**src/rtl/core/ssh_pkg.sv**
```systemverilog
// Shared types, constants and segment tables for the seven-segment hex calculator.
// Used by the interfaces, the configuration block, the divider and the top level.
// Depends on nothing.
package ssh_pkg;

	// Field and datapath widths.
	localparam int SWITCH_WIDTH_DEF = 10;
	localparam int SWITCH_FIELD_W   = 10;
	localparam int OPERAND_W        = 16;
	localparam int DIGIT_W          = 4;
	localparam int SEG_W            = 8;
	localparam int VALUE_W          = 24;
	localparam int READ_W           = 32;
	localparam int SEG_LOW_W        = 32;
	localparam int SEG_HIGH_W       = 16;
	localparam int VALUE_DIGITS     = 6;
	localparam int OPERAND_DIGITS   = 4;
	localparam int APB_DATA_W       = 32;
	localparam int CFG_ADDR_W       = 3;

	// Input word modes.
	localparam logic [1:0] MODE_WRITE = 2'd0;
	localparam logic [1:0] MODE_KEY   = 2'd1;
	localparam logic [1:0] MODE_TICK  = 2'd2;
	localparam logic [1:0] MODE_READ  = 2'd3;

	// Key codes; each is a single captured key edge.
	localparam logic [3:0] KEY_ADD = 4'b1000;
	localparam logic [3:0] KEY_SUB = 4'b0100;
	localparam logic [3:0] KEY_DIV = 4'b0010;
	localparam logic [3:0] KEY_MUL = 4'b0001;

	// Configuration register indexes.
	localparam logic REG_BLANK_LEADING = 1'b0;
	localparam logic REG_BLINK_ENABLE  = 1'b1;

	// Fixed display words.
	localparam logic [SEG_HIGH_W-1:0] HIGH_OVERFLOW   = 16'h7900;
	localparam logic [SEG_HIGH_W-1:0] HIGH_NEGATIVE   = 16'h0079;
	localparam logic [SEG_HIGH_W-1:0] HIGH_CLEAR      = 16'h0000;
	localparam logic [OPERAND_W-1:0]  DIV_ZERO_RESULT = 16'hFFFF;
	localparam logic [READ_W-1:0]     READ_RESET      = 32'hFFFF_FFFF;

	// Configuration state handed to the core.
	typedef struct packed {
		logic blank_leading;
		logic blink_enable;
		logic blink_clear;
	} cfg_t;

	// Hex digit to segment pattern (segment a in bit 0).
	function automatic logic [SEG_W-1:0] seg_of(input logic [DIGIT_W-1:0] d);
		logic [SEG_W-1:0] p;
		unique case (d)
			4'h0: p = 8'h3F;
			4'h1: p = 8'h06;
			4'h2: p = 8'h5B;
			4'h3: p = 8'h4F;
			4'h4: p = 8'h66;
			4'h5: p = 8'h6D;
			4'h6: p = 8'h7D;
			4'h7: p = 8'h07;
			4'h8: p = 8'h7F;
			4'h9: p = 8'h67;
			4'hA: p = 8'h77;
			4'hB: p = 8'h7C;
			4'hC: p = 8'h39;
			4'hD: p = 8'h5E;
			4'hE: p = 8'h79;
			4'hF: p = 8'h71;
		endcase
		return p;
	endfunction

	// Segment pattern back to a hex digit; a dark or unknown pattern reads as zero.
	function automatic logic [DIGIT_W-1:0] seg_to_digit(input logic [SEG_W-1:0] p);
		logic [DIGIT_W-1:0] d;
		unique case (p)
			8'h06:   d = 4'h1;
			8'h5B:   d = 4'h2;
			8'h4F:   d = 4'h3;
			8'h66:   d = 4'h4;
			8'h6D:   d = 4'h5;
			8'h7D:   d = 4'h6;
			8'h07:   d = 4'h7;
			8'h7F:   d = 4'h8;
			8'h67:   d = 4'h9;
			8'h77:   d = 4'hA;
			8'h7C:   d = 4'hB;
			8'h39:   d = 4'hC;
			8'h5E:   d = 4'hD;
			8'h79:   d = 4'hE;
			8'h71:   d = 4'hF;
			default: d = 4'h0;
		endcase
		return d;
	endfunction

endpackage

```
**src/rtl/core/ssh_if.sv**
```systemverilog
// Valid/ready channel interfaces for the calculator's input and result words.
// Depends on ssh_pkg for field widths.
interface ssh_in_if;
	import ssh_pkg::*;

	logic                      valid;
	logic                      ready;
	logic [1:0]                mode;
	logic [VALUE_W-1:0]        new_value;
	logic [3:0]                key_edges;
	logic [SWITCH_FIELD_W-1:0] switches;

	modport source (output valid, mode, new_value, key_edges, switches, input ready);
	modport sink   (input valid, mode, new_value, key_edges, switches, output ready);
endinterface

interface ssh_out_if;
	import ssh_pkg::*;

	logic                  valid;
	logic                  ready;
	logic [SEG_LOW_W-1:0]  segments_low;
	logic [SEG_HIGH_W-1:0] segments_high;
	logic [READ_W-1:0]     read_data;

	modport source (output valid, segments_low, segments_high, read_data, input ready);
	modport sink   (input valid, segments_low, segments_high, read_data, output ready);
endinterface

```
**src/rtl/core/ssh_cfg.sv**
```systemverilog
// APB-style register file holding the blanking and blink controls.
// Depends on ssh_pkg for the register indexes and the cfg_t struct.
module ssh_cfg (
	input  logic                             clk,
	input  logic                             arst_n,
	input  logic                             psel,
	input  logic                             penable,
	input  logic                             pwrite,
	input  logic [ssh_pkg::CFG_ADDR_W-1:0]   paddr,
	input  logic [ssh_pkg::APB_DATA_W-1:0]   pwdata,
	output logic [ssh_pkg::APB_DATA_W-1:0]   prdata,
	output logic                             pready,
	output ssh_pkg::cfg_t                    cfg
);
	import ssh_pkg::*;

	logic blank_leading_q;
	logic blink_enable_q;
	logic wr_en;
	logic reg_idx;

	// A write completes in the access cycle; registers sit at 4-byte steps.
	assign pready  = 1'b1;
	assign wr_en   = psel && penable && pwrite;
	assign reg_idx = paddr[CFG_ADDR_W-1];

	always_ff @(posedge clk or negedge arst_n) begin
		if (!arst_n) begin
			blank_leading_q <= 1'b0;
			blink_enable_q  <= 1'b0;
		end else if (wr_en) begin
			if (reg_idx == REG_BLANK_LEADING) begin
				blank_leading_q <= pwdata[0];
			end else begin
				blink_enable_q <= pwdata[0];
			end
		end
	end

	// Read back the addressed register.
	always_comb begin
		prdata = '0;
		if (reg_idx == REG_BLANK_LEADING) begin
			prdata[0] = blank_leading_q;
		end else begin
			prdata[0] = blink_enable_q;
		end
	end

	// Turning blink off also forces the display back on.
	assign cfg.blank_leading = blank_leading_q;
	assign cfg.blink_enable  = blink_enable_q;
	assign cfg.blink_clear   = wr_en && (reg_idx == REG_BLINK_ENABLE) && !pwdata[0];

endmodule

```
**src/rtl/core/ssh_div.sv**
```systemverilog
// Restoring divider, one quotient bit per cycle, for the calculator's divide key.
// Depends on ssh_pkg for the operand width.
module ssh_div #(
	parameter int SWITCH_WIDTH = ssh_pkg::SWITCH_WIDTH_DEF
) (
	input  logic                            clk,
	input  logic                            arst_n,
	input  logic                            start,
	input  logic [ssh_pkg::OPERAND_W-1:0]   dividend,
	input  logic [SWITCH_WIDTH-1:0]         divisor,
	output logic                            done,
	output logic [ssh_pkg::OPERAND_W-1:0]   quotient
);
	import ssh_pkg::*;

	localparam int STEP_W = $clog2(OPERAND_W);
	localparam logic [STEP_W-1:0] LAST_STEP = STEP_W'(OPERAND_W - 1);

	logic                    busy_q;
	logic                    done_q;
	logic [STEP_W-1:0]       step_q;
	logic [SWITCH_WIDTH-1:0] rem_q;
	logic [SWITCH_WIDTH-1:0] dsr_q;
	logic [OPERAND_W-1:0]    quot_q;
	logic [SWITCH_WIDTH:0]   trial;
	logic [SWITCH_WIDTH:0]   diff;
	logic                    fits;

	// Bring down the next dividend bit and try to subtract the divisor.
	always_comb begin
		trial = {rem_q, quot_q[OPERAND_W-1]};
		diff  = trial - {1'b0, dsr_q};
		fits  = trial >= {1'b0, dsr_q};
	end

	always_ff @(posedge clk or negedge arst_n) begin
		if (!arst_n) begin
			busy_q <= 1'b0;
			done_q <= 1'b0;
			step_q <= '0;
		end else begin
			done_q <= 1'b0;
			if (start) begin
				busy_q <= 1'b1;
				step_q <= '0;
			end else if (busy_q) begin
				step_q <= step_q + 1'b1;
				if (step_q == LAST_STEP) begin
					busy_q <= 1'b0;
					done_q <= 1'b1;
				end
			end
		end
	end

	// The dividend shifts out the top while quotient bits shift in at the bottom.
	always_ff @(posedge clk) begin
		if (start) begin
			rem_q  <= '0;
			dsr_q  <= divisor;
			quot_q <= dividend;
		end else if (busy_q) begin
			rem_q  <= fits ? diff[SWITCH_WIDTH-1:0] : trial[SWITCH_WIDTH-1:0];
			quot_q <= {quot_q[OPERAND_W-2:0], fits};
		end
	end

	assign done     = done_q;
	assign quotient = quot_q;

endmodule

```
**src/rtl/core/seven_segment_hex_calculator.sv**
```systemverilog
// Top level of the seven-segment hex calculator: digit-serial sequencer and display state.
// Depends on ssh_pkg, ssh_if, ssh_cfg and ssh_div.
//
//   channel  direction  handshake          contents
//   req      in         valid/ready        mode, new_value, key_edges, switches
//   rsp      out        valid/ready        segments_low, segments_high, read_data
//   apb      in         psel/penable       blank_leading (0x0), blink_enable (0x4)
//
// A write word is encoded one digit per cycle, top digit first.
// A key word serves add, subtract or multiply, or a divide, by a nonzero switch value through the
// one-bit-per-cycle divider; four digits are decoded and re-encoded serially.
// Tick, read and unknown-key words pass from idle straight to the done state. One word is in work at a time.
// A finished word waits in the output register; a new word is taken meanwhile.
// Reset clears the display to dark segments and sets the read value to all ones.
module seven_segment_hex_calculator #(
	parameter int SWITCH_WIDTH = ssh_pkg::SWITCH_WIDTH_DEF
) (
	input  logic                             clk,
	input  logic                             arst_n,
	input  logic                             psel,
	input  logic                             penable,
	input  logic                             pwrite,
	input  logic [ssh_pkg::CFG_ADDR_W-1:0]   paddr,
	input  logic [ssh_pkg::APB_DATA_W-1:0]   pwdata,
	output logic [ssh_pkg::APB_DATA_W-1:0]   prdata,
	output logic                             pready,
	ssh_in_if.sink                           req,
	ssh_out_if.source                        rsp
);
	import ssh_pkg::*;

	localparam int CNT_W = $clog2(VALUE_DIGITS);
	localparam int PROD_W = OPERAND_W + SWITCH_WIDTH;

	typedef enum logic [6:0] {
		ST_IDLE = 7'b0000001,
		ST_ENC  = 7'b0000010,
		ST_DEC  = 7'b0000100,
		ST_CALC = 7'b0001000,
		ST_DIV  = 7'b0010000,
		ST_RES  = 7'b0100000,
		ST_DONE = 7'b1000000
	} state_t;

	cfg_t cfg;

	state_t                  state_q, state_d;
	logic [CNT_W-1:0]        cnt_q, cnt_d;
	logic                    nz_q, nz_d;
	logic [SEG_LOW_W-1:0]    shown_low_q, shown_low_d;
	logic [SEG_HIGH_W-1:0]   shown_high_q, shown_high_d;
	logic [READ_W-1:0]       last_written_q, last_written_d;
	logic                    blank_phase_q, blank_phase_d;
	logic                    out_valid_q, out_valid_d;

	logic [VALUE_W-1:0]      val_q, val_d;
	logic [OPERAND_W-1:0]    a_q, a_d;
	logic [SWITCH_WIDTH-1:0] sw_q, sw_d;
	logic [3:0]              key_q, key_d;
	logic [OPERAND_W-1:0]    res_q, res_d;
	logic [SEG_LOW_W-1:0]    out_low_q, out_low_d;
	logic [SEG_HIGH_W-1:0]   out_high_q, out_high_d;
	logic [READ_W-1:0]       out_read_q, out_read_d;

	logic                    in_fire;
	logic                    key_ok;
	logic                    out_load;
	logic [DIGIT_W-1:0]      enc_digit;
	logic                    enc_nz;
	logic                    enc_lit;
	logic [SEG_W-1:0]        enc_byte;
	logic [OPERAND_W:0]      sum;
	logic [OPERAND_W-1:0]    sw_ext;
	logic [OPERAND_W-1:0]    diff;
	logic [PROD_W-1:0]       prod;
	logic                    div_start;
	logic                    div_done;
	logic [OPERAND_W-1:0]    quotient;

	ssh_cfg u_cfg (
		.clk     (clk),
		.arst_n  (arst_n),
		.psel    (psel),
		.penable (penable),
		.pwrite  (pwrite),
		.paddr   (paddr),
		.pwdata  (pwdata),
		.prdata  (prdata),
		.pready  (pready),
		.cfg     (cfg)
	);

	ssh_div #(
		.SWITCH_WIDTH (SWITCH_WIDTH)
	) u_div (
		.clk      (clk),
		.arst_n   (arst_n),
		.start    (div_start),
		.dividend (a_q),
		.divisor  (sw_q),
		.done     (div_done),
		.quotient (quotient)
	);

	// Handshakes.
	assign req.ready = (state_q == ST_IDLE);
	assign in_fire   = req.valid && (state_q == ST_IDLE);
	assign key_ok    = (req.key_edges == KEY_ADD) || (req.key_edges == KEY_SUB) ||
	                   (req.key_edges == KEY_DIV) || (req.key_edges == KEY_MUL);
	assign out_load  = (state_q == ST_DONE) && (!out_valid_q || rsp.ready);

	// Write encoding: with blanking on, a digit stays dark only above the highest nonzero digit.
	always_comb begin
		enc_digit = val_q[VALUE_W-1 -: DIGIT_W];
		enc_nz    = nz_q || (enc_digit != '0);
		enc_lit   = !cfg.blank_leading || enc_nz || (cnt_q == '0);
		enc_byte  = enc_lit ? seg_of(enc_digit) : '0;
	end

	// Arithmetic on the decoded operand and the switch value.
	always_comb begin
		sw_ext = OPERAND_W'(sw_q);
		sum    = {1'b0, a_q} + {1'b0, sw_ext};
		diff   = a_q - sw_ext;
		prod   = PROD_W'(a_q) * PROD_W'(sw_q);
	end

	// Sequencer and next-state logic.
	always_comb begin
		state_d        = state_q;
		cnt_d          = cnt_q;
		nz_d           = nz_q;
		shown_low_d    = shown_low_q;
		shown_high_d   = shown_high_q;
		last_written_d = last_written_q;
		blank_phase_d  = blank_phase_q;
		out_valid_d    = out_valid_q;
		val_d          = val_q;
		a_d            = a_q;
		sw_d           = sw_q;
		key_d          = key_q;
		res_d          = res_q;
		out_low_d      = out_low_q;
		out_high_d     = out_high_q;
		out_read_d     = out_read_q;
		div_start      = 1'b0;

		if (cfg.blink_clear) begin
			blank_phase_d = 1'b0;
		end

		if (rsp.ready) begin
			out_valid_d = 1'b0;
		end

		unique case (state_q)
			ST_IDLE: begin
				if (in_fire) begin
					// Only the low SWITCH_WIDTH bits of the switch field take part.
					sw_d    = SWITCH_WIDTH'(req.switches);
					key_d   = req.key_edges;
					state_d = ST_DONE;
					unique case (req.mode)
						MODE_WRITE: begin
							val_d          = req.new_value;
							last_written_d = READ_W'(req.new_value);
							nz_d           = 1'b0;
							cnt_d          = CNT_W'(VALUE_DIGITS - 1);
							state_d        = ST_ENC;
						end
						MODE_KEY: begin
							if (key_ok) begin
								cnt_d   = CNT_W'(OPERAND_DIGITS - 1);
								state_d = ST_DEC;
							end
						end
						MODE_TICK: begin
							if (cfg.blink_enable) begin
								blank_phase_d = !blank_phase_q;
							end
						end
						MODE_READ: begin
						end
					endcase
				end
			end
			ST_ENC: begin
				// Top digit enters first and ends up in the high byte of shown_high.
				{shown_high_d, shown_low_d} = {shown_high_q[SEG_W-1:0], shown_low_q, enc_byte};
				val_d = {val_q[VALUE_W-DIGIT_W-1:0], {DIGIT_W{1'b0}}};
				nz_d  = enc_nz;
				cnt_d = cnt_q - 1'b1;
				if (cnt_q == '0) begin
					state_d = ST_DONE;
				end
			end
			ST_DEC: begin
				// Digit 3 is decoded first, so the operand builds up most significant first.
				a_d         = {a_q[OPERAND_W-DIGIT_W-1:0], seg_to_digit(shown_low_q[SEG_LOW_W-1 -: SEG_W])};
				shown_low_d = {shown_low_q[SEG_LOW_W-SEG_W-1:0], {SEG_W{1'b0}}};
				cnt_d       = cnt_q - 1'b1;
				if (cnt_q == '0) begin
					state_d = ST_CALC;
				end
			end
			ST_CALC: begin
				cnt_d        = CNT_W'(OPERAND_DIGITS - 1);
				state_d      = ST_RES;
				shown_high_d = HIGH_CLEAR;
				unique case (key_q)
					KEY_ADD: begin
						res_d = sum[OPERAND_W-1:0];
						if (sum[OPERAND_W]) begin
							shown_high_d = HIGH_OVERFLOW;
						end
					end
					KEY_SUB: begin
						res_d = diff;
						if (sw_ext > a_q) begin
							shown_high_d = HIGH_NEGATIVE;
						end
					end
					KEY_MUL: begin
						res_d = prod[OPERAND_W-1:0];
						if (prod[PROD_W-1:OPERAND_W] != '0) begin
							shown_high_d = HIGH_OVERFLOW;
						end
					end
					KEY_DIV: begin
						if (sw_q == '0) begin
							res_d        = DIV_ZERO_RESULT;
							shown_high_d = HIGH_NEGATIVE;
						end else begin
							div_start = 1'b1;
							state_d   = ST_DIV;
						end
					end
					default: begin
						state_d = ST_DONE;
					end
				endcase
			end
			ST_DIV: begin
				if (div_done) begin
					res_d   = quotient;
					state_d = ST_RES;
				end
			end
			ST_RES: begin
				// Re-encode the 16-bit result one digit per cycle, top digit first.
				shown_low_d = {shown_low_q[SEG_LOW_W-SEG_W-1:0], seg_of(res_q[OPERAND_W-1 -: DIGIT_W])};
				res_d       = {res_q[OPERAND_W-DIGIT_W-1:0], {DIGIT_W{1'b0}}};
				cnt_d       = cnt_q - 1'b1;
				if (cnt_q == '0) begin
					state_d = ST_DONE;
				end
			end
			ST_DONE: begin
				if (out_load) begin
					out_valid_d = 1'b1;
					out_low_d   = blank_phase_q ? '0 : shown_low_q;
					out_high_d  = blank_phase_q ? '0 : shown_high_q;
					out_read_d  = last_written_q;
					state_d     = ST_IDLE;
				end
			end
			default: begin
				state_d = ST_IDLE;
			end
		endcase
	end

	// Control and display state.
	always_ff @(posedge clk or negedge arst_n) begin
		if (!arst_n) begin
			state_q        <= ST_IDLE;
			cnt_q          <= '0;
			nz_q           <= 1'b0;
			shown_low_q    <= '0;
			shown_high_q   <= '0;
			last_written_q <= READ_RESET;
			blank_phase_q  <= 1'b0;
			out_valid_q    <= 1'b0;
		end else begin
			state_q        <= state_d;
			cnt_q          <= cnt_d;
			nz_q           <= nz_d;
			shown_low_q    <= shown_low_d;
			shown_high_q   <= shown_high_d;
			last_written_q <= last_written_d;
			blank_phase_q  <= blank_phase_d;
			out_valid_q    <= out_valid_d;
		end
	end

	// Working registers and the result word.
	always_ff @(posedge clk) begin
		val_q      <= val_d;
		a_q        <= a_d;
		sw_q       <= sw_d;
		key_q      <= key_d;
		res_q      <= res_d;
		out_low_q  <= out_low_d;
		out_high_q <= out_high_d;
		out_read_q <= out_read_d;
	end

	assign rsp.valid         = out_valid_q;
	assign rsp.segments_low  = out_low_q;
	assign rsp.segments_high = out_high_q;
	assign rsp.read_data     = out_read_q;

endmodule

```
**src/flat_wrapper.sv**
```systemverilog
// flat-port wrapper written by rule: the top's interface ports become plain ports
module seven_segment_hex_calculator_flat import ssh_pkg::*;
#(
	parameter int SWITCH_WIDTH = ssh_pkg::SWITCH_WIDTH_DEF
)
  (clk, arst_n, psel, penable, pwrite, paddr, pwdata, prdata, pready, req_valid, req_mode, req_new_value, req_key_edges, req_switches, req_ready, rsp_valid, rsp_segments_low, rsp_segments_high, rsp_read_data, rsp_ready);
  ssh_in_if req_i ();
  ssh_out_if rsp_i ();
  input  logic clk;
  input  logic arst_n;
  input  logic psel;
  input  logic penable;
  input  logic pwrite;
  input  logic [ssh_pkg::CFG_ADDR_W-1:0] paddr;
  input  logic [ssh_pkg::APB_DATA_W-1:0] pwdata;
  output logic [ssh_pkg::APB_DATA_W-1:0] prdata;
  output logic pready;
  input wire logic [$bits(req_i.valid)-1:0] req_valid;
  input wire logic [$bits(req_i.mode)-1:0] req_mode;
  input wire logic [$bits(req_i.new_value)-1:0] req_new_value;
  input wire logic [$bits(req_i.key_edges)-1:0] req_key_edges;
  input wire logic [$bits(req_i.switches)-1:0] req_switches;
  output wire logic [$bits(req_i.ready)-1:0] req_ready;
  output wire logic [$bits(rsp_i.valid)-1:0] rsp_valid;
  output wire logic [$bits(rsp_i.segments_low)-1:0] rsp_segments_low;
  output wire logic [$bits(rsp_i.segments_high)-1:0] rsp_segments_high;
  output wire logic [$bits(rsp_i.read_data)-1:0] rsp_read_data;
  input wire logic [$bits(rsp_i.ready)-1:0] rsp_ready;
  assign req_i.valid = req_valid;
  assign req_i.mode = req_mode;
  assign req_i.new_value = req_new_value;
  assign req_i.key_edges = req_key_edges;
  assign req_i.switches = req_switches;
  assign req_ready = req_i.ready;
  assign rsp_valid = rsp_i.valid;
  assign rsp_segments_low = rsp_i.segments_low;
  assign rsp_segments_high = rsp_i.segments_high;
  assign rsp_read_data = rsp_i.read_data;
  assign rsp_i.ready = rsp_ready;
  seven_segment_hex_calculator #(.SWITCH_WIDTH(SWITCH_WIDTH)) u_core (.clk(clk), .arst_n(arst_n), .psel(psel), .penable(penable), .pwrite(pwrite), .paddr(paddr), .pwdata(pwdata), .prdata(prdata), .pready(pready), .req(req_i), .rsp(rsp_i));
endmodule
```
**config.mk**
```make
export PLATFORM = sky130hd
export DESIGN_NAME = seven_segment_hex_calculator_flat
export DESIGN_NICKNAME = d
export VERILOG_FILES = /design/src/rtl/core/ssh_pkg.sv /design/src/rtl/core/ssh_if.sv /design/src/rtl/core/ssh_cfg.sv /design/src/rtl/core/ssh_div.sv /design/src/rtl/core/seven_segment_hex_calculator.sv /design/src/flat_wrapper.sv
export SDC_FILE = /design/constraint.sdc
export NUM_CORES = 1
export LEC_CHECK = 0
export BUFFER_PORTS_ARGS = -buffer_cell sky130_fd_sc_hd__clkbuf_2
export CAP_MARGIN = 20
export CORE_MARGIN = 1.5
export CORE_UTILIZATION = 45
export DETAILED_ROUTE_END_ITERATION = 16
export PLACE_DENSITY_LB_ADDON = 0.15
export SLEW_MARGIN = 20
export SYNTH_ARGS = -nofsm -noshare
export SYNTH_HDL_FRONTEND = slang
export SYNTH_SLANG_ARGS = --single-unit
```
**constraint.sdc**
```tcl
create_clock -name clk -period 5.9 [get_ports clk]
set_clock_uncertainty 0.2 [all_clocks]
set_input_delay 1.18 -clock clk [delete_from_list [all_inputs] [get_ports clk]]
set_output_delay 1.18 -clock clk [all_outputs]
set_load 0.05 [all_outputs]
```
; ---- Word level (Yosys, flattened, before mapping)
; Memories as Yosys holds them, arrays and structs flattened. A register that Yosys moved wholly into a read port is not among the register bits.
; Index checks and enable logic that the tools add are counted.
[totals]
register_bits = 287
romBits = 224
inputBits = 82
elab_cells = 176
n_memories = 2
[mem_list]
columns = name, depth, word_bits, rd, rd_ports_with_merged_regs, wr, line
row1 = (no name shown), 16, 7, 1, 1, 0, ssh_pkg.sv:54  ; unique case (d)
row2 = (no name shown), 16, 7, 1, 1, 0, ssh_pkg.sv:54
[classes]
addsub = 5
n_mul = 1
n_lt_le_gt_ge = 2
eq_ne = 43
mux = 58
n_bitwise = 1
n_reduce_logical = 40
[ops]
columns = op, count
row1 = $pmux 16 s4, 2
row2 = $eq 8x7->1 const B, 12
row3 = $pmux 32 s3, 1
row4 = $mux 16, 4
row5 = $pmux 4 s15, 1
row6 = $mux 7, 8
row7 = $mux 24, 2
row8 = $pmux 16 s3, 1
row9 = $pmux 24 s2, 1
row10 = $pmux 7 s6, 1
row11 = $pmux 16 s2, 1
row12 = $mux 15, 2
row13 = $pmux 7 s2, 2
row14 = $mul 16x10->26, 1
row15 = $mux 1, 20
row16 = $add 16x10->17, 1
row17 = $eq 8x3->1 const B, 2
row18 = $gt 10x16->1, 1
row19 = $mux 4, 4
row20 = $sub 16x10->16, 1
row21 = $eq 4x4->1 const B, 3
row22 = $ge 11x10->1, 1
row23 = $logic_not 10->1, 1
row24 = $mux 10, 1
row25 = 43 further kinds, 76

; ---- Depth between registers and ports, before layout
; Gate-level depths: netlist of run 1.
[logic_depth]
ltp_word = 9
depth_mapped = 26
ltp_nobuf = 26

; ---- Modules after synthesis
; From an unflattened synthesis of run 1, not the netlist that was laid out.
[unflattened]
hier_cells = 1878
hier_area_um2 = 19088.3
[by_module_without_submodules]
columns = module, n_inst, cells_per_inst, area_per_inst_um2, seq_area_each_um2
row1 = seven_segment_hex_calculator, 1, 1650, 16532.1, 6428.7
row2 = ssh_div, 1, 183, 2182.1, 1131.1
row3 = ssh_cfg, 1, 45, 374.1, 50.0

; ---- Least setup slack after synthesis of run 1
; Ideal clock, no wire load.
[synth_path]
kind = register to register
from = reg u_core.sw_q[3]
to = reg (tool-made name)
t_arrival_ns = 6.042
setup_slack_ns = -0.484
stages_incl_launch_ff = 27
period_less_slack_ns = 6.384
path_cell_list = edfxtp_1 > clkbuf_1 > nand2_1 > fa_1 > inv_1 > fa_1 > inv_1 > fa_1 > inv_1 > fa_1 > inv_1 > fa_1 > inv_1 > ha_1 > and4_1 > o211a_1 > o21ai_0 > a21oi_1 > o21a_1 > o311a_1 > o21ai_0 > mux2i_1 > inv_1 > ha_1 > inv_1 > nor3_1 > a211oi_2
[synth_rtl]
columns = element, line
row1 = start: declaration, seven_segment_hex_calculator.sv:58  ; logic [SWITCH_WIDTH-1:0] sw_q, sw_d;
row2 = start signal: assignment, seven_segment_hex_calculator.sv:300  ; sw_q <= sw_d;

==> results of run 1 <==
==> power by group <==
part | leakage, nW | internal [W] | switching, W | total [W]
clock network | 0.526 | 0.00123 | 0.000818 | 0.00205
registers | 2.78 | 0.00261 | 0.000289 | 0.00290
logic | 7.04 | 0.00422 | 0.00517 | 0.00939
==> worst paths after layout <==
path,to,slack [ns],cells after the start
max,flip-flop,-0.28,23
max reg2reg,flip-flop,-0.28,23
min in group asynchronous,u_core.u_div.step_q[0],0.31,1
min,u_core.last_written_q[30],0.29,1
min reg2reg,u_core.last_written_q[30],0.29,1
max in group asynchronous,u_core.shown_high_q[2],4.05,2
==> repair_timing <==
item / in CTS / in global routing
buffers inserted: 35 / 14
setup endpoints to repair: 13 / 12
resized for setup: 107 / 50
cloned: 0 / 0
pin swaps: 52 / 47
==> per-stage QoR <==
stage | setup WS, ns | TNS (ns)
after floorplan | 0.002034 | 0
after global placement | -0.4729 | -5.334
after detailed placement | -0.5608 | -6.103
after CTS | -0.2397 | -1.257
after global routing | -0.4331 | -4.165
final | -0.2842 | -2.160
==> critical path, cell delays in order, from the launching register on <==
cell      delay [ns]
edfxtp_1        0.48
buf_6           0.17
and2_1          0.14
fa_2            0.34
fa_1            0.55
inv_1           0.05
fa_1            0.49
inv_2           0.04
fa_1            0.54
inv_2           0.04
fa_1            0.49
inv_2           0.05
ha_4            0.22
o211ai_1        0.15
a31oi_4         0.09
o21a_1          0.23
o21a_1          0.19
or3_4           0.34
a31oi_4         0.20
o31ai_4         0.11
mux2_4          0.33
ha_4            0.29
mux2i_1         0.18
o211ai_1        0.09
==> cell families (layout without fill, tap and decap cells) <==
group	after synthesis	count (layout)	synth area share, %
simple gates	602	602	15.47
compound gates	340	340	11.92
buf+inv	335	591	7.597
flops	275	275	40.04
fa+ha+maj	221	221	19.01
mux	74	74	4.312
xor+xnor	35	35	1.613
other cells	2	38	0.03951
==> layout by cell type, fill, tap and decap left out, types with 62 or more instances in the layout <==
master,synthesis,final
buf_4,47,175
nand2_1,232,227
and2_1,68,62
o21ai_0,87,83
edfxtp_1,163,163
inv_1,201,187
dfrtp_1,62,62
nor2_1,106,101
ha_1,108,89
fa_1,113,109
clkbuf_2,0,124
a21oi_1,76,63
==> sequential cells by signal (all words and copies together), names as in the netlist, 3 cells and up, named ones only <==
name                      cells
u_core.a_q                   16
u_core.cnt_q                  3
u_core.key_q                  4
u_core.last_written_q        25
u_core.res_q                 16
u_core.rsp.read_data         25
u_core.rsp.segments_high     14
u_core.rsp.segments_low      28
u_core.shown_high_q          14
u_core.shown_low_q           28
u_core.state_q                7
u_core.sw_q                  10
u_core.u_div.dsr_q           10
u_core.u_div.quotient        16
u_core.u_div.rem_q           10
u_core.u_div.step_q           4
u_core.val_q                 24
==> routing by layer <==
layer	vias up	global-route usage, %
met5	-	0
met4	0	7.073
met3	95	4.015
met2	432	38.08
met1	7155	32.87
li1	6918	-
==> final cells by class <==
cell class                      instances  area share [%]
Clock buffer                           42           3.677
Sequential cell                       275           32.65
Clock inverter                         16          0.9502
Multi-Input combinational cell       1310           46.60
Timing Repair Buffer                  329           9.900
Tap cell                              539           2.894
Inverter                              204           3.329
==> impl_metrics.yaml, run 1 <==
synthesis:
  synth_top_area_cell: "edfxtp_1"
  ys.flop_type: "edfxtp_1"
  synth_common_cells: "nand2_1, inv_1, edfxtp_1"
  yosys.cell_types.count: 84
  syn_area_um2: 19010
  async_reset_ff_share_pct: 32.00
  synth_top_area_share_pct: 25.75
  yosysWarnings: 0
  synth_edf_count: 163
  yosysMostFrequentCell: "nand2_1"
  netlist_instances: 1884
  syn_area_per_cell_um2: 10.09
  synth-seq-cells: 275
  seq_area_frac_synth_pct: 40.04
  yosys-top-cells-area: "edfxtp_1, fa_1, dfrtp_1"
floorplan:
  die_x_um: 208.5
  start_util_pct: 45.41
  num_rows: 75
  die_h_um: 208.5
  core_um2: 41850
  die_area_um2: 43480
  boundaryPins: 197
detailed_routing:
  met3_length_um: 3254
  post_drt_wl_per_cell_um: 18.55
  drt-vias-per-instance: 5.378
  firstDrtPassIters: 5
  routed_wl_um: 50360
  num_vias: 14600
  highest_layer: "met4"
  drt-met1-wl_um: 22120
  drc: 0
  postRouteAntennaNets: 0
  met2WireLength_um: 23560
  drt_iter0_drc: 989
placement:
  post_dp_cell_area_um2: 21110
  dp_cells: 2610
  globalplace.congestion: 0.8865
  numPortBuffers: 125
  hpwl_um: 37020
final_layout:
  drive_gt1_share_pct: 27.11
  utilization_pct: 55.69
  nets: 2454
  num_antenna_cells: 0
  seqCellArea_um2: 7610
  final_design_area_no_fill_um2: 23310
  layoutNonFillerInstCount: 2715
  multi_input_area_um2: 10860
  area_growth_pct: 22.63
  n_fill_cell: 3684
setup_path:
  endpoint_kind: "flip-flop"
  required_ns: 6.17
  crit_path_start: "u_core.sw_q[4]"
  crit_path_max_fanout: 5
  startpoint_type: "flip-flop"
  worstReg2RegStart: "u_core.sw_q[4]"
  crit_arrival_ns: 6.46
  criticalPathCategory: "reg2reg"
sta:
  post-route-period-util_pct: 104.8
  timing.hold.ws_ns: 0.2868
  fmax_mhz: 161.7
  slew_headroom_pct: 31.93
  hold_viol_final: 0
  slew_violations: 0
  tightest_slew_ns: 1.019
  setup_viol: 12
  fin_crit_ns: 6.184
  layout_setup_ws_ns: -0.2842
  rsz0062_at_grt: "yes"
clock_tree:
  path_clk_slew_ns: 0.06
  postCtsHoldBufs: 0
  cts_tree: "yes"
  clkLatencyLatePin_ns: 0.61
  h-tree-depth: 1
  clockBufferDepth: 3
  clkSinkCount: 275
  cts_root_buffer: "clkbuf_16"
  cts_buffers: 31
power:
  fin_total_pwr_w: 0.01434
  power_leakage_nw: 10.35
  power_density_nw_per_um2: 615.5
  peakVddDrop_uv: 920.9
global_route:
  first_global_vias: 14970
  gr-total-overflow: 0
  antenna_found_initial: 0
  grt_pass1_wl_um: 81190
  grt_usage_pct: 23.68
  grt_max_degree: 58
run:
  drv_cap: 0
run_status:
  status: "finished with violations"
  violations: "setup timing"
worst_hold_path:
  hold_path.class: "reg2reg"
  worstHoldStart: "u_core.last_written_q[30]"
(Power assumes the default switching activity.)
==> run 2, diff against run 1 <==
- ABC_AREA: default -> 1
- TNS_END_PERCENT: default -> 50
==> run 2 against run 1 <==
The run now ends clean; die area increased by 3.2%; critical path type unchanged; highest routed layer is now met5; register-to-register slack improved by 0.45 ns; hold slack got worse by 0.031 ns; utilization decreased by 1.8 points; largest power group unchanged; via count increased by 8.3%; sequential power decreased by 2%.
==> impl_metrics.yaml, run 2 <==
worst_hold_path:
  hold_path.class: "reg2reg"
  worstHoldStart: "u_core.last_written_q[30]"
  hold-path-cell-count: 2
  min_to: "u_core.last_written_q[30]"
sta:
  tightest_slew_ns: 1.088
  tns_ns: 0
  fmax_mhz: 174.5
  timing.hold.ws_ns: 0.2560
  setup_viol: 0
  slew_headroom_pct: 26.79
  slew_violations: 0
  post-route-period-util_pct: 97.12
  hold_viol_final: 0
  fin_crit_ns: 5.730
  layout_setup_ws_ns: 0.1698
  rsz0062_at_grt: "yes"
synthesis:
  synth_top_area_cell: "edfxtp_1"
  synth_edf_count: 163
  synth_top_area_share_pct: 24.94
  netlist_instances: 2401
  yosys.cell_types.count: 63
  syn_area_per_cell_um2: 8.174
  synth-seq-cells: 275
  yosysMostFrequentCell: "nand2_1"
  ys.flop_type: "edfxtp_1"
  syn_area_um2: 19630
  seq_area_frac_synth_pct: 38.77
  synth_common_cells: "nand2_1, inv_1, edfxtp_1"
  yosysWarnings: 0
  yosys-top-cells-area: "edfxtp_1, nand2_1, fa_1"
  async_reset_ff_share_pct: 32.00
power:
  power_density_nw_per_um2: 572.4
  peakVddDrop_uv: 477.4
  power_leakage_nw: 11.81
  fin_total_pwr_w: 0.01329
clock_tree:
  clkLatencyLatePin_ns: 0.56
  cts_root_buffer: "clkbuf_16"
  path_clk_slew_ns: 0.06
  cts_tree: "yes"
  clockBufferDepth: 3
  h-tree-depth: 1
  cts_buffers: 30
  clkSinkCount: 275
setup_path:
  crit_arrival_ns: 6.04
  max_stage_delay_ns: 0.56
  startpoint_type: "flip-flop"
  endpoint_kind: "flip-flop"
  required_ns: 6.21
  reg2reg_depth: 28
  crit_path_max_fanout: 5
  rrSetupSlack_ns: 0.17
  critPathMostFrequentCell: "nand2_1"
  criticalPathCategory: "reg2reg"
  critPathSlowestCell: "fa_1"
  worstReg2RegStart: "u_core.sw_q[4]"
final_layout:
  drive_gt1_share_pct: 20.30
  num_antenna_cells: 0
  layoutNonFillerInstCount: 3216
  final_cell_mix: "nand2_1, inv_1, edfxtp_1"
  mostFrequentLayoutCell: "nand2_1"
  n_fill_cell: 4104
  area_growth_pct: 18.26
  nets: 2910
placement:
  hpwl_um: 38550
  dp_slack_ns: -0.2839
  numPortBuffers: 125
  dp_cells: 3135
  globalplace.congestion: 0.9348
detailed_routing:
  post_drt_wl_per_cell_um: 15.71
  routed_wl_um: 50520
  drt_iter0_drc: 1125
  firstDrtPassIters: 6
  postRouteAntennaNets: 0
  num_vias: 15810
  drt-vias-per-instance: 4.916
  drc: 0
floorplan:
  num_rows: 76
  die_area_um2: 44880
  boundaryPins: 197
  core_um2: 43080
  start_util_pct: 45.56
  die_x_um: 211.8
  die_h_um: 211.8
run_status:
  status: "completed"
global_route:
  antenna_found_initial: 2
  grt_pass1_wl_um: 82460
  grt_max_degree: 68
  grt_usage_pct: 23.30
  first_global_vias: 15680
  gr-total-overflow: 0
run:
  drv_cap: 0
## run 2: where the power goes
group	internal (W)	switching, W	total [W]
Sequential	0.00260	0.000233	0.00284
Combinational	0.00344	0.00512	0.00856
Clock	0.00110	0.000792	0.00189
Total	0.00714	0.00614	0.0133
## run 2: critical path, delay by kind of cell, from the launching register on
kind	cells	cell delay [ns]
fa+ha+maj	7	2.95
simple gates	14	1.21
flops	1	0.54
buf+inv	5	0.39
compound gates	2	0.37
## run 2: through the flow
| stage | utilization [%] | instance area (um^2) |
|---|---|---|
| after floorplan | - | 19770 |
| after global placement | 49.52 | 21330 |
| after detailed placement | 49.52 | 21330 |
| after CTS | 52.48 | 22610 |
| after global routing | 53.88 | 23210 |
| final | 53.88 | 23210 |
## run 2: kinds of logic (layout without fill, tap and decap cells)
group	after synthesis	count (layout)	share of synthesized area, %
XOR/XNOR	18	18	0.8033
other	2	38	0.03826
adder cells (fa/ha/maj)	221	221	18.41
buffers and inverters	618	812	12.81
AO/OA/AOI/OAI	283	283	7.918
AND/OR/NAND/NOR	984	984	21.24
flip-flops	275	275	38.77
## run 2: repair_timing
item | CTS | global route
hold buffers | 0 | 0
pin swaps | 22 | 93
endpoints found under the setup margin | 13 | 14
buffers inserted | 10 | 16
gates resized for setup | 41 | 146
## run 2: how the worst max path moves through the flow
| stage | startpoint | endpoint | slack (ns) | cells after the start |
|---|---|---|---|---|
| floorplan | u_core.sw_q[6] | flip-flop | 0.01 | 26 |
| global placement | u_core.sw_q[4] | flip-flop | -0.25 | 31 |
| detailed placement | u_core.sw_q[6] | flip-flop | -0.28 | 27 |
| CTS | u_core.sw_q[4] | flip-flop | 0.004 | 33 |
| global route | u_core.sw_q[4] | flip-flop | -0.05 | 28 |
| finish | u_core.sw_q[4] | flip-flop | 0.17 | 28 |
## run 2: layout make-up
class                      count  area, um^2  area share, %
clock buffer                  42       889.6          3.833
clock inverter                14       107.6         0.4636
inverter                     493        1856          7.994
multi-input combinational   1544       10240          44.14
sequential                   275        7610          32.79
tap                          585       732.0          3.153
timing repair buffer         263        1772          7.633
## run 2: metal layers
| metal | wire length (um) | global-route usage [%] |
|---|---|---|
| met1 | 23620 | 33.36 |
| met2 | 22950 | 36.88 |
| met3 | 3037 | 4.436 |
| met4 | 899 | 4.655 |
| met5 | 9 | 0 |
==> run 3, diff against run 2 <==
- ABC_AREA: 1 -> default
==> run 3 against run 2 <==
The run now ends with setup timing left; sequential power up 2%; routed wire length fell by 0.70%; via count decreased by 8.1%; sequential cell count did not move.
==> impl_metrics.yaml, run 3 (synthesis gave the netlist of run 1 again) <==
run_status:
  status: "finished with violations"
  violations: "setup timing"
final_layout:
  final_cell_mix: "nand2_1, inv_1, buf_4"
  drive_gt1_share_pct: 25.75
  num_antenna_cells: 0
  mostFrequentLayoutCell: "nand2_1"
  layoutNonFillerInstCount: 2702
  utilization_pct: 54.94
  nets: 2441
  area_growth_pct: 20.99
setup_path:
  critPathSlowestCell: "fa_1"
  max_stage_delay_ns: 0.59
  crit_path_max_fanout: 9
  criticalPathCategory: "reg2reg"
  crit_chain: "buf_4 > and2_1 > fa_1 > fa_1 > fa_1 > fa_1 > inv_1 > fa_1 > inv_1 > ha_4 > buf_4 > and3_4 > nand3_2 > o21a_4 > o211ai_1 > a311o_2 > mux2i_4 > buf_12 > buf_4 > buf_4 > a311oi_1"
  endpoint_kind: "flip-flop"
  required_ns: 6.21
  critPathMostFrequentCell: "fa_1"
  crit_arrival_ns: 6.46
  startpoint_type: "flip-flop"
power:
  p_comb_share_pct: 63.9
  peakVddDrop_uv: 918.8
  pwr-share-clk_pct: 15.0
  fin_total_pwr_w: 0.01371
  power_leakage_nw: 10.24
  sw_frac_of_total_pct: 43.28
  sequentialPowerShare_pct: 21.2
  power_density_nw_per_um2: 596.4
  power_switching_w: 0.005935
  p_int_w: 0.007779
global_route:
  grt_max_degree: 58
  gr-total-overflow: 0
  grt_usage_pct: 23.66
  grt_pass1_wl_um: 81100
  first_global_vias: 14980
  antenna_found_initial: 0
sta:
  hold_viol_final: 0
  fin_crit_ns: 6.157
  tightest_slew_ns: 1.018
  slew_violations: 0
  slew_headroom_pct: 31.94
  setup_viol: 12
  post-route-period-util_pct: 104.4
  layout_setup_ws_ns: -0.2568
  tns_ns: -2.378
  fmax_mhz: 162.4
  rsz0062_at_grt: "yes"
worst_hold_path:
  hold_path.class: "reg2reg"
clock_tree:
  cts_root_buffer: "clkbuf_16"
  clockBufferDepth: 3
  h-tree-depth: 1
  cts_tree: "yes"
  clkSinkCount: 275
  cts_buffers: 31
  path_clk_slew_ns: 0.06
  clkLatencyLatePin_ns: 0.61
detailed_routing:
  routed_wl_um: 50160
  drt_iter0_drc: 1017
  drc: 0
  postRouteAntennaNets: 0
  post_drt_wl_per_cell_um: 18.57
  firstDrtPassIters: 6
  num_vias: 14540
  drt-vias-per-instance: 5.380
placement:
  dp_slack_ns: -0.5608
  globalplace.congestion: 0.8865
  hpwl_um: 37020
  numPortBuffers: 125
  dp_cells: 2610
floorplan:
  die_area_um2: 43480
  num_rows: 75
  start_util_pct: 45.41
  boundaryPins: 197
  core_um2: 41850
  die_h_um: 208.5
  die_x_um: 208.5
run:
  drv_cap: 0
run 3: layer usage:
metal  vias up  track usage [%]  share of wire (%)
met2       411            38.13                 47
met1      7147            32.57                 44
met3        89            4.483                6.6
met4         0            6.821                2.7
li1       6890                -                  -
met5         -                0                  0
run 3: what timing repair did:
| action | in CTS | in global routing |
|---|---|---|
| pin swaps | 48 | 13 |
| hold buffers | 0 | 0 |
| resized for setup | 94 | 22 |
| setup endpoints to repair | 13 | 12 |
| gates cloned | 0 | 0 |
| setup buffers | 31 | 4 |
run 3: metrics by stage:
step                instance area, um^2  hold WS (ns)
floorplan                         19290        0.2244
global placement                  21100        0.2723
detailed placement                21110        0.2756
CTS                               22840        0.2868
global route                      23000        0.3031
finish                            23000        0.2872
run 3: power by group through the flow:
| stage | sequential, W | clock, W | combinational, W |
|---|---|---|---|
| after floorplan | 0.00310 | 0 | 0.00491 |
| after global placement | 0.00292 | 0 | 0.00750 |
| after detailed placement | 0.00293 | 0 | 0.00755 |
| after CTS | 0.00290 | 0.00210 | 0.00845 |
| after global routing | 0.00296 | 0.00216 | 0.00973 |
| final | 0.00290 | 0.00205 | 0.00876 |
run 3: path summary, 6_finish.rpt:
check                                     startpoint                   endpoint  slack, ns  cells past startpoint
max                                   u_core.sw_q[4]                  flip-flop      -0.26                     21
min                        u_core.last_written_q[30]  u_core.last_written_q[30]       0.29                      1
max reg2reg                           u_core.sw_q[4]                  flip-flop      -0.26                     21
min reg2reg                u_core.last_written_q[30]  u_core.last_written_q[30]       0.29                      1
max in group asynchronous                     arst_n     u_core.shown_high_q[2]       4.04                      2
min in group asynchronous                     arst_n     u_core.u_div.step_q[0]       0.31                      1
run 3: cell type report:
type | count | area [um^2]
Clock buffer | 42 | 857.1
Clock inverter | 16 | 221.5
Fill cell | 3740 | 18860
Inverter | 204 | 773.2
Multi-Input combinational cell | 1310 | 10690
Sequential cell | 275 | 7610
Tap cell | 539 | 674.4
Timing Repair Buffer | 316 | 2167
run 3: critical path, delay by kind of cell, from the launching register on:
kind / cells / cell delay (ns)
fa+ha+maj: 6 / 2.84
compound gates: 4 / 1.08
buf+inv: 7 / 0.88
simple gates: 3 / 0.49
flops: 1 / 0.46
mux: 1 / 0.10
